<file path="config.mk">
export PLATFORM = sky130hd
export DESIGN_NAME = accessory_coil_driver_core
export DESIGN_NICKNAME = d
export VERILOG_FILES = /design/src/acd_pkg.sv /design/src/acd_in_stage.sv /design/src/acd_coil_bank.sv /design/src/acd_out_stage.sv /design/src/accessory_coil_driver_core.sv
export SDC_FILE = /design/constraint.sdc
export NUM_CORES = 1
export LEC_CHECK = 0
export ABC_AREA = 1
export ABC_CLOCK_PERIOD_IN_PS = 11800
export BUFFER_PORTS_ARGS = -buffer_cell sky130_fd_sc_hd__buf_4
export CAP_MARGIN = 20
export CORE_ASPECT_RATIO = 0.5
export CORE_UTILIZATION = 38
export DETAILED_ROUTE_END_ITERATION = 8
export PLACE_DENSITY = 0.57
export SKIP_LAST_GASP = 1
export SYNTH_ARGS = -nofsm -noshare
export SYNTH_HDL_FRONTEND = slang
export SYNTH_SLANG_ARGS = --single-unit
</file>
<file path="constraint.sdc">
create_clock -name clk -period 11.8 [get_ports clk]
set_input_delay 1.77 -clock clk [delete_from_list [all_inputs] [get_ports clk]]
set_output_delay 1.77 -clock clk [all_outputs]
set_load 0.01 [all_outputs]
</file>
<file path="src/acd_pkg.sv">
// Package for the accessory coil driver: request struct, status struct,
// register indexes, field positions and reset constants.
// No dependencies.
package acd_pkg;

  localparam int OUT_BITS       = 8;
  localparam int CFG_INDEX_BITS = 2;
  localparam int CFG_DATA_BITS  = 15;
  localparam int ADDR_BITS      = 8;
  localparam int TIMEOUT_BITS   = 15;

  // Register indexes on the configuration port
  localparam logic [CFG_INDEX_BITS-1:0] REG_OWN_ADDRESS   = 2'd0;
  localparam logic [CFG_INDEX_BITS-1:0] REG_SIGNAL_MODE   = 2'd1;
  localparam logic [CFG_INDEX_BITS-1:0] REG_TIMEOUT_TICKS = 2'd2;

  // Request kinds
  localparam logic REQ_PACKET = 1'b0;
  localparam logic REQ_TICK   = 1'b1;

  // Data byte layout
  localparam int COIL_LSB = 1;
  localparam int COIL_MSB = 3;
  localparam int EN_BIT   = 4;

  localparam logic [OUT_BITS-1:0]     RED_PATTERN       = 8'h55;
  localparam logic [ADDR_BITS-1:0]    OWN_ADDRESS_RESET = 8'h01;
  localparam logic [TIMEOUT_BITS-1:0] TIMEOUT_RESET     = 15'd500;

  typedef struct packed {
    logic                 req_type;
    logic [ADDR_BITS-1:0] pkt_address;
    logic [7:0]           pkt_data;
  } acd_req_t;

  typedef struct packed {
    logic                signal_mode;
    logic [OUT_BITS-1:0] levels;
  } acd_status_t;

endpackage

</file>
<file path="src/acd_in_stage.sv">
// Input register of the accessory coil driver.
// Holds one request until the coil bank takes it. Uses acd_pkg.
module acd_in_stage (
  input  logic              clk,
  input  logic              rst,
  input  logic              in_valid,
  output logic              in_ready,
  input  acd_pkg::acd_req_t req_in,
  input  logic              advance,
  output logic              held_valid,
  output acd_pkg::acd_req_t req_held
);
  import acd_pkg::*;

  assign in_ready = !held_valid || advance;

  always_ff @(posedge clk) begin
    if (rst) begin
      held_valid <= 1'b0;
    end else if (in_valid && in_ready) begin
      held_valid <= 1'b1;
    end else if (advance) begin
      held_valid <= 1'b0;
    end
  end

  always_ff @(posedge clk) begin
    if (in_valid && in_ready) begin
      req_held <= req_in;
    end
  end

endmodule

</file>
<file path="src/acd_coil_bank.sv">
// Coil bank: configuration registers, tick counter, per-coil start time and
// on state, output levels, and the next-state update for one request.
// Uses acd_pkg.
module acd_coil_bank #(
  parameter int NUM_OUTPUTS = 8,
  parameter int TIME_BITS   = 16
) (
  input  logic                                 clk,
  input  logic                                 rst,
  input  logic                                 advance,
  input  acd_pkg::acd_req_t                    req,
  input  logic                                 cfg_write,
  input  logic [acd_pkg::CFG_INDEX_BITS-1:0]   cfg_index,
  input  logic [acd_pkg::CFG_DATA_BITS-1:0]    cfg_data,
  output logic [acd_pkg::OUT_BITS-1:0]         result_levels,
  output acd_pkg::acd_status_t                 status
);
  import acd_pkg::*;

  localparam int CMP_BITS = (TIME_BITS > TIMEOUT_BITS) ? TIME_BITS : TIMEOUT_BITS;

  logic [ADDR_BITS-1:0]    own_address;
  logic                    signal_mode;
  logic [TIMEOUT_BITS-1:0] timeout_ticks;

  logic [TIME_BITS-1:0]   ms_counter;
  logic [TIME_BITS-1:0]   ms_counter_next;
  logic [TIME_BITS-1:0]   counter_inc;
  logic [TIME_BITS-1:0]   coil_start      [NUM_OUTPUTS];
  logic [TIME_BITS-1:0]   coil_start_next [NUM_OUTPUTS];
  logic [TIME_BITS-1:0]   elapsed         [NUM_OUTPUTS];
  logic [NUM_OUTPUTS-1:0] coil_active;
  logic [NUM_OUTPUTS-1:0] coil_active_next;
  logic [NUM_OUTPUTS-1:0] level_reg;
  logic [NUM_OUTPUTS-1:0] level_reg_next;
  logic [NUM_OUTPUTS-1:0] expired;

  logic [2:0] coil;
  logic [2:0] partner;
  logic       en;
  logic       coil_ok;
  logic       hit;

  assign coil    = req.pkt_data[COIL_MSB:COIL_LSB];
  assign partner = coil ^ 3'd1;
  assign en      = req.pkt_data[EN_BIT];
  assign coil_ok = {1'b0, coil} < 4'(NUM_OUTPUTS);
  assign hit     = (req.req_type == REQ_PACKET) && (req.pkt_address == own_address) && coil_ok;

  // Timeouts are measured against the count after this tick
  assign counter_inc = ms_counter + TIME_BITS'(1);

  always_comb begin
    for (int i = 0; i < NUM_OUTPUTS; i++) begin
      elapsed[i] = counter_inc - coil_start[i];
      expired[i] = coil_active[i] && (CMP_BITS'(elapsed[i]) > CMP_BITS'(timeout_ticks));
    end
  end

  always_comb begin
    ms_counter_next  = ms_counter;
    coil_active_next = coil_active;
    level_reg_next   = level_reg;
    for (int i = 0; i < NUM_OUTPUTS; i++) begin
      coil_start_next[i] = coil_start[i];
    end
    if (advance) begin
      if (req.req_type == REQ_TICK) begin
        ms_counter_next = counter_inc;
        if (!signal_mode) begin
          for (int i = 0; i < NUM_OUTPUTS; i++) begin
            if (expired[i]) begin
              coil_active_next[i] = 1'b0;
              level_reg_next[i]   = 1'b0;
            end
          end
        end
      end else if (hit) begin
        for (int i = 0; i < NUM_OUTPUTS; i++) begin
          if (coil == 3'(i)) begin
            coil_start_next[i]  = ms_counter;
            coil_active_next[i] = en;
            level_reg_next[i]   = signal_mode ? 1'b1 : en;
          end else if (signal_mode && partner == 3'(i)) begin
            // clear the other light of the pair
            level_reg_next[i] = 1'b0;
          end
        end
      end
    end
  end

  assign result_levels      = OUT_BITS'(level_reg_next);
  assign status.signal_mode = signal_mode;
  assign status.levels      = OUT_BITS'(level_reg);

  always_ff @(posedge clk) begin
    if (rst) begin
      own_address   <= OWN_ADDRESS_RESET;
      signal_mode   <= 1'b0;
      timeout_ticks <= TIMEOUT_RESET;
      ms_counter    <= '0;
      coil_active   <= '0;
      level_reg     <= '0;
      for (int i = 0; i < NUM_OUTPUTS; i++) begin
        coil_start[i] <= '0;
      end
    end else begin
      ms_counter  <= ms_counter_next;
      coil_active <= coil_active_next;
      level_reg   <= level_reg_next;
      for (int i = 0; i < NUM_OUTPUTS; i++) begin
        coil_start[i] <= coil_start_next[i];
      end
      if (cfg_write) begin
        case (cfg_index)
          REG_OWN_ADDRESS: begin
            own_address <= cfg_data[ADDR_BITS-1:0];
          end
          REG_SIGNAL_MODE: begin
            // every mode write drops all coils and restarts the lights
            signal_mode <= cfg_data[0];
            coil_active <= '0;
            level_reg   <= cfg_data[0] ? RED_PATTERN[NUM_OUTPUTS-1:0] : '0;
          end
          REG_TIMEOUT_TICKS: begin
            timeout_ticks <= cfg_data[TIMEOUT_BITS-1:0];
          end
          default: begin
          end
        endcase
      end
    end
  end

endmodule

</file>
<file path="src/acd_out_stage.sv">
// Result register of the accessory coil driver.
// Holds the output levels until the consumer takes them. Uses acd_pkg.
module acd_out_stage (
  input  logic                         clk,
  input  logic                         rst,
  input  logic                         load,
  input  logic [acd_pkg::OUT_BITS-1:0] levels_in,
  output logic                         can_load,
  output logic                         out_valid,
  input  logic                         out_ready,
  output logic [acd_pkg::OUT_BITS-1:0] out_levels
);
  import acd_pkg::*;

  assign can_load = !out_valid || out_ready;

  always_ff @(posedge clk) begin
    if (rst) begin
      out_valid <= 1'b0;
    end else if (load) begin
      out_valid <= 1'b1;
    end else if (out_ready) begin
      out_valid <= 1'b0;
    end
  end

  always_ff @(posedge clk) begin
    if (load) begin
      out_levels <= levels_in;
    end
  end

endmodule

</file>
<file path="src/accessory_coil_driver_core.sv">
// Top level of the accessory coil driver: input register, coil bank and
// result register. Uses acd_pkg, acd_in_stage, acd_coil_bank, acd_out_stage.
//
//   channel  | handshake              | payload
//   ---------+------------------------+----------------------------------
//   request  | in_valid / in_ready    | req_type, pkt_address, pkt_data
//   result   | out_valid / out_ready  | out_levels
//   config   | cfg_write              | cfg_index, cfg_data
//
// One request per cycle while the result is taken; a request passes the input register, then the result register.
// The coil bank updates all coils in parallel, with one
// subtract and compare per coil on a tick.
// Reset (rst, synchronous) empties both registers and loads the register
// defaults; outputs start all off in turnout mode.
// A stalled result holds the pipe; one request still waits in the input register.
module accessory_coil_driver_core #(
  parameter int NUM_OUTPUTS = 8,
  parameter int TIME_BITS   = 16
) (
  input  logic                                 clk,
  input  logic                                 rst,
  input  logic                                 in_valid,
  output logic                                 in_ready,
  input  logic                                 req_type,
  input  logic [7:0]                           pkt_address,
  input  logic [7:0]                           pkt_data,
  output logic                                 out_valid,
  input  logic                                 out_ready,
  output logic [acd_pkg::OUT_BITS-1:0]         out_levels,
  input  logic                                 cfg_write,
  input  logic [acd_pkg::CFG_INDEX_BITS-1:0]   cfg_index,
  input  logic [acd_pkg::CFG_DATA_BITS-1:0]    cfg_data
);
  import acd_pkg::*;

  localparam logic [OUT_BITS-1:0] OUT_MASK = OUT_BITS'((1 << NUM_OUTPUTS) - 1);

  acd_req_t            req_in;
  acd_req_t            req_held;
  acd_status_t         status;
  logic                held_valid;
  logic                advance;
  logic                can_load;
  logic [OUT_BITS-1:0] result_levels;

  assign req_in.req_type    = req_type;
  assign req_in.pkt_address = pkt_address;
  assign req_in.pkt_data    = pkt_data;

  assign advance = held_valid && can_load;

  acd_in_stage u_in_stage (
    .clk        (clk),
    .rst        (rst),
    .in_valid   (in_valid),
    .in_ready   (in_ready),
    .req_in     (req_in),
    .advance    (advance),
    .held_valid (held_valid),
    .req_held   (req_held)
  );

  acd_coil_bank #(
    .NUM_OUTPUTS (NUM_OUTPUTS),
    .TIME_BITS   (TIME_BITS)
  ) u_coil_bank (
    .clk           (clk),
    .rst           (rst),
    .advance       (advance),
    .req           (req_held),
    .cfg_write     (cfg_write),
    .cfg_index     (cfg_index),
    .cfg_data      (cfg_data),
    .result_levels (result_levels),
    .status        (status)
  );

  acd_out_stage u_out_stage (
    .clk        (clk),
    .rst        (rst),
    .load       (advance),
    .levels_in  (result_levels),
    .can_load   (can_load),
    .out_valid  (out_valid),
    .out_ready  (out_ready),
    .out_levels (out_levels)
  );

  // Outputs beyond the fitted ones stay low
  a_unused_low: assert property (@(posedge clk) disable iff (rst)
    out_valid |-> ((out_levels & ~OUT_MASK) == '0))
    else $error("out_levels drives an output that is not fitted");

  // In signal mode a red and its green are never lit together
  a_pair_exclusive: assert property (@(posedge clk) disable iff (rst)
    status.signal_mode |-> ((status.levels & (status.levels >> 1) & RED_PATTERN) == '0))
    else $error("both lights of a signal pair are lit");

  // A full pipe with a stalled result accepts nothing
  a_full_stall: assert property (@(posedge clk) disable iff (rst)
    (held_valid && out_valid && !out_ready) |-> !in_ready)
    else $error("request taken while the pipe is full and stalled");

  // A transfer in with an empty pipe yields a result through the input and result registers
  a_latency: assert property (@(posedge clk) disable iff (rst)
    (in_valid && in_ready && !held_valid && !out_valid) |=> ##1 out_valid)
    else $error("result missing after a transfer in");

endmodule
</file>
==> results of run 1 <==
==> power groups by stage <==
stage / Sequential, W / Clock (W) / Combinational, W
after floorplan: 0.000744 / 0 / 0.000558
after global placement: 0.000758 / 0 / 0.000746
after detailed placement: 0.000758 / 0 / 0.000755
after CTS: 0.000742 / 0.000790 / 0.000760
after global routing: 0.000743 / 0.000818 / 0.000875
final: 0.000742 / 0.000775 / 0.000769
==> cells by family after synthesis <==
logic type               Yosys count
buffers and inverters            439
adder cells (fa/ha/maj)          249
AO/OA/AOI/OAI                    636
XOR/XNOR                         126
AND/OR/NAND/NOR                  665
flip-flops                       207
==> through the flow <==
step	cells	power (W)	util	hold slack, ps
2_1_floorplan	2322	0.001303	-	427.4
3_3_place_gp	2896	0.001503	0.4140	437.4
3_5_place_dp	2896	0.001513	0.4140	443.0
4_1_cts	2939	0.002293	0.4326	452.3
5_1_grt	2940	0.002436	0.4330	475.4
6_report	2940	0.002286	0.4330	453.1
==> cell type report <==
class | count | share of cell area
Multi-Input combinational cell | 1676 | 0.5784
Sequential cell | 207 | 0.2359
Inverter | 368 | 0.07503
Clock buffer | 39 | 0.04053
Tap cell | 577 | 0.03911
Timing Repair Buffer | 69 | 0.02846
Clock inverter | 4 | 0.002575
==> path summary, 6_finish.rpt <==
check                                                      to  cells after the start
worst max-delay path                 u_coil_bank.level_reg[2]                     23
worst min-delay path            u_coil_bank.coil_start[0][32]                      2
worst max register to register       u_coil_bank.level_reg[2]                     23
worst min register to register  u_coil_bank.coil_start[0][32]                      2
==> worst max-delay path: cells and delay by family, from the launching register on <==
family	cells	cell delay, ps
AOI/OAI and AO/OA	7	1960
adders and majority gates	3	970
and+or+nand+nor	10	1490
buffers and inverters	1	460
DFF	1	710
xor gates and xnor gates	2	320
==> per-layer routing <==
metal,vias up,share of wire
met5,-,0
met4,0,0.019
met3,61,0.050
met2,289,0.41
met1,6839,0.52
li1,7860,-
==> cells in the final DEF, fill, tap and decap left out, drive strengths merged, types with 21 or more instances in the layout <==
cell type  synthesis  routed
nor3              22      22
nand2            350     350
buf               14      69
nor2             146     146
o21ai            208     208
nand4             23      23
ha               241     241
xor2              85      85
xnor2             41      41
nand3            105     105
a21oi            316     316
dfxtp            186     186
clkbuf            57      39
edfxtp            21      21
a21o              21      21
inv              365     365
==> results.yml, run 1 <==
power:
  power.density_mw_per_mm2: 123.8
  pwr-share-seq: 0.325
  power_frac_comb: 0.336
  power.share.clock: 0.339
  power.static_leakage_nw: 8.848
  power.ir.vdd_worst_uv: 102.3
  p_sw_w: 0.0008184
  p_int_w: 0.001468
  sw_frac_of_total: 0.3580
critical_path:
  slowest_delay_ps: 960
  setup_crit_start: "u_coil_bank.ms_counter[1]"
  worstPathArrival_ps: 6490
  timing.critical_path.cells: "ha_1, nand2_1, nor3_1, nand3_1, nor2_1, nand2_1, xor2_1, inv_1, ha_1, a21oi_1, o21ai_0, a21oi_1, o21bai_1, xor2_1, ha_1, a21o_1, a221oi_1, o211ai_2, nand3_2, nand2_1, nand2_1, nand2_1, nand2_1"
  path_max_fanout: 12
  crit_path_start_kind: "register"
  worst_r2r_startpoint: "u_coil_bank.ms_counter[1]"
  register_to_register_setup_slack_ps: 5780
  cp_common_cell: "nand2_1"
  crit_type: "register to register"
  crit_path_top_delay_cell: "a221oi_1"
  type_of_element_capturing_the_critical_path: "register"
  worst_ep_required_time_ps: 12270
floorplanning:
  num_rows: 53
  dieArea_mm2: 0.04486
  placeableCoreArea_mm2: 0.04264
  die_h_um: 150.3
  die_width_um: 298.5
  floorplan.initialDensity: 0.3918
  floorplan.io_pins: 49
layout:
  regArea_mm2: 0.004354
  multiInputGateArea_mm2: 0.01068
  biggestRegsByFlops: "u_coil_bank.coil_start x128, u_coil_bank.ms_counter x16, u_coil_bank.timeout_ticks x15"
  largest_register: "u_coil_bank.coil_start"
  syn2layout_area_growth_pct: 10.50
  final_cell_area_mm2: 0.01846
  largest_register_ffs: 128
  diodes: 0
  nFillCells: 4380
  drive_above_1_share: 0.06136
  nets: 2634
sta:
  max_slew_margin: 0.2327
  maxSlewViolCount: 0
  setup-tns-final_ps: 0
  fin_crit_period_ps: 6020
  timing_worst_slew_pin_value_ps: 1151
  max_freq_ghz: 0.1661
  finClkSkew_ps: 14.60
  setup_viol: 0
  period_share: 0.5102
  postLayoutSetupSlackWorst_ps: 5780
  final_hold_viol_count: 0
  rsz0062_at_grt: "false"
placed_design:
  postPlaceCellArea_mm2: 0.01765
  place.gp.congestion: 0.9030
  post-dp-hpwl_um: 36700
  dp_slack_ps: 5930
  port-buffer-count: 44
yosys:
  synth_enable_flop_cells: 21
  synth-compound-area-share: 0.2083
  post_synth_instance_area_mm2: 0.01671
  number_of_instances_in_the_synthesized_netlist: 2322
  synth-seq-area-share: 0.2606
  yosys.area_share.xor_xnor: 0.06740
  synth.most_common_cell: "inv_1"
  ys_seq_elements: 207
  mux_share_of_post_synthesis_cell_area: 0
  synthDistinctLibCells: 52
  synth_fp_nets: 2610
  ys_async_sr_fraction: 0
  synth.cells.most_frequent: "inv_1, nand2_1, a21oi_1"
  largest_family_of_logic_cells_by_synthesized_area: "compound AO/OA/AOI/OAI gates"
  synth_top_cell_by_area: "dfxtp_1"
  share_of_the_synthesized_area_in_the_top_cell_type: 0.2229
  synthesis.area_per_instance_um2: 7.195
  netlist_top_cells_area: "dfxtp_1, ha_1, a21oi_1, inv_1, nand2_1"
  synthesis_warning_total: 0
  ys.flop_type: "dfxtp_1"
  synthAdderAreaFrac: 0.1901
  synth-simple-area-share: 0.1729
clocking:
  cts_hold_buf: 0
  tritoncts: "yes"
  cts_repair_resize_count: 0
  cts_root_buffer: "clkbuf_16"
  path_clk_slew_ps: 70
  clk_latency_ps: 540
  tritoncts.num_buffers: 24
  clock_tree.buffer_depth: 3
  cts_setup_buffers: 0
  cts_sinks: 207
  htree_levels: 1
drt:
  route.vias.total: 15050
  viasPerCell: 5.119
  ant_nets: 0
  detail_route.wirelength_um: 49970
  drt_iter0_markers: 909
  route.detailed.drc: 0
  routedWlPerCell_um: 17.00
  drt-pass1-iter-count: 5
global_routing:
  met3_usage: 0.03348
  grt_pass1_wl_um: 76470
  use_met1: 0.3207
  busiest_layer: "met2"
  grt_pass1_vias: 13480
  globalRouteTotalUtil: 0.2210
  global_route.overflow_total: 0
  grt_antenna_before_repair: 0
  grt_util_met2: 0.3437
  grt_max_degree: 81
flow_run:
  maxCapViolCount: 0
run_status:
  run_status: "finished clean"
worst_hold_path:
  worstHoldStart: "u_coil_bank.coil_start[0][32]"
  hp-class: "register to register"
(Power assumes the default switching activity.)
==> run 2: changes to the inputs <==
- ABC_CLOCK_PERIOD_IN_PS: 11800 -> 5040
- PLACE_DENSITY: 0.57 -> 0.59
- clock period: 11.8 -> 5.04 ns (I/O delays scaled with it)
==> results.yml, run 2 (synthesis results as in run 1) <==
critical_path:
  critical_path.n_buffers_inverters: 6
  worst_ep_required_time_ps: 5320
  crit_path_start_kind: "register"
  setup_crit_start: "u_coil_bank.ms_counter[1]"
  worst_r2r_startpoint: "u_coil_bank.ms_counter[1]"
  critical-path-top-delay-family: "simple AND/OR/NAND/NOR gates"
  slowest_delay_ps: 350
  crit_path_top_delay_cell: "ha_1"
  worstPathArrival_ps: 5000
  crit_type: "register to register"
  type_of_element_capturing_the_critical_path: "register"
  path_max_fanout: 7
  cp_common_cell: "nand2_1"
sta:
  postLayoutSetupSlackWorst_ps: 326.5
  max_slew_margin: 0.3558
  period_share: 0.9352
  fin_crit_period_ps: 4713
  final_hold_viol_count: 0
  setup-tns-final_ps: 0
  max_freq_ghz: 0.2122
  fin_hold_ws_ps: 398.9
  timing_worst_slew_pin_value_ps: 964.0
  maxSlewViolCount: 0
  finClkSkew_ps: 9.828
  rsz0062_at_grt: "false"
  setup_viol: 0
floorplanning:
  die_width_um: 298.5
  dieArea_mm2: 0.04486
  num_rows: 53
  floorplan.io_pins: 49
  floorplan.initialDensity: 0.3918
  die_h_um: 150.3
  placeableCoreArea_mm2: 0.04264
drt:
  route.detailed.drc: 0
  ant_nets: 0
  detail_route.wirelength_um: 48670
  viasPerCell: 5.099
  routedWlPerCell_um: 16.41
  route.vias.total: 15130
  drt-pass1-iter-count: 5
  drt_iter0_markers: 1033
clocking:
  cts_setup_buffers: 0
  cts_hold_buf: 0
  tritoncts.num_buffers: 24
  path_clk_slew_ps: 60
  clock_tree.buffer_depth: 3
  clk_latency_ps: 530
  cts_repair_resize_count: 0
  cts_root_buffer: "clkbuf_16"
  cts_sinks: 207
  htree_levels: 1
  tritoncts: "yes"
global_routing:
  global_route.overflow_total: 0
  grt_antenna_before_repair: 0
  grt_pass1_vias: 13670
  grt_max_degree: 103
  grt_pass1_wl_um: 76400
  globalRouteTotalUtil: 0.2172
placed_design:
  post-dp-hpwl_um: 37240
  port-buffer-count: 44
  place.gp.congestion: 0.9011
  postPlaceCellArea_mm2: 0.01784
  dp_slack_ps: 215.2
worst_hold_path:
  worstHoldStart: "pkt_data[3]"
  hp-class: "input port to register"
power:
  power.total_w: 0.005513
  power.static_leakage_nw: 9.050
  power.ir.vdd_worst_uv: 196.8
  power.density_mw_per_mm2: 293.3
layout:
  nFillCells: 4352
  regArea_mm2: 0.004354
  syn2layout_area_growth_pct: 12.51
  multiInputGateArea_mm2: 0.01069
  drive_above_1_share: 0.07367
  layout.cells.most_common: "inv_1"
  nets: 2660
  diodes: 0
  largest_register: "u_coil_bank.coil_start"
  largest_register_ffs: 128
  top_library_cells_by_usage_in_the_layout_fill_and_taps_aside: "inv_1, nand2_1, a21oi_1"
  biggestRegsByFlops: "u_coil_bank.coil_start x128, u_coil_bank.ms_counter x16, u_coil_bank.timeout_ticks x15"
  final_cell_area_mm2: 0.01880
run_status:
  run_status: "finished clean"
flow_run:
  maxCapViolCount: 0
==> run 2: changes by cell type in the layout (fill, tap and decap cells not counted), moves of 4 or more <==
cell / delta
buf_16: +4
buf_4: +23
bufinv_16: +4
clkbuf_8: -5
==> run 2: area by class of cell <==
| class | count | share of cell area |
|---|---|---|
| Clock inverter | 11 | 0.009452 |
| Clock buffer | 32 | 0.03574 |
| Multi-Input combinational cell | 1676 | 0.5689 |
| Timing Repair Buffer | 95 | 0.04220 |
| Tap cell | 577 | 0.03841 |
| Sequential cell | 207 | 0.2316 |
| Inverter | 368 | 0.07368 |
==> run 2: report_power, final <==
part,switching (W),internal [W],leakage [nW]
registers,0.0000262,0.00169,1.71
clock network,0.000745,0.00119,0.418
logic,0.00114,0.000717,6.93
==> run 2: worst paths after layout <==
path,to,slack [ps],cells after the start
max,u_out_stage.out_levels[7],330,26
max reg2reg,u_out_stage.out_levels[7],330,26
min reg2reg,u_coil_bank.coil_start[0][48],450,2
min,u_in_stage.req_held[3],400,1
==> run 2: routing by layer <==
layer	GRT usage	wire, um	vias to the layer above
met3	0.03160	3106	49
li1	-	-	7881
met2	0.3371	19910	367
met5	0	0	-
met1	0.3217	24970	6828
met4	0.03154	681	0
==> run 2: per-stage QoR <==
| step | utilization | cells |
|---|---|---|
| floorplan | - | 2322 |
| global placement | 0.4178 | 2919 |
| detailed placement | 0.4185 | 2920 |
| CTS | 0.4384 | 2963 |
| global route | 0.4409 | 2966 |
| finish | 0.4409 | 2966 |
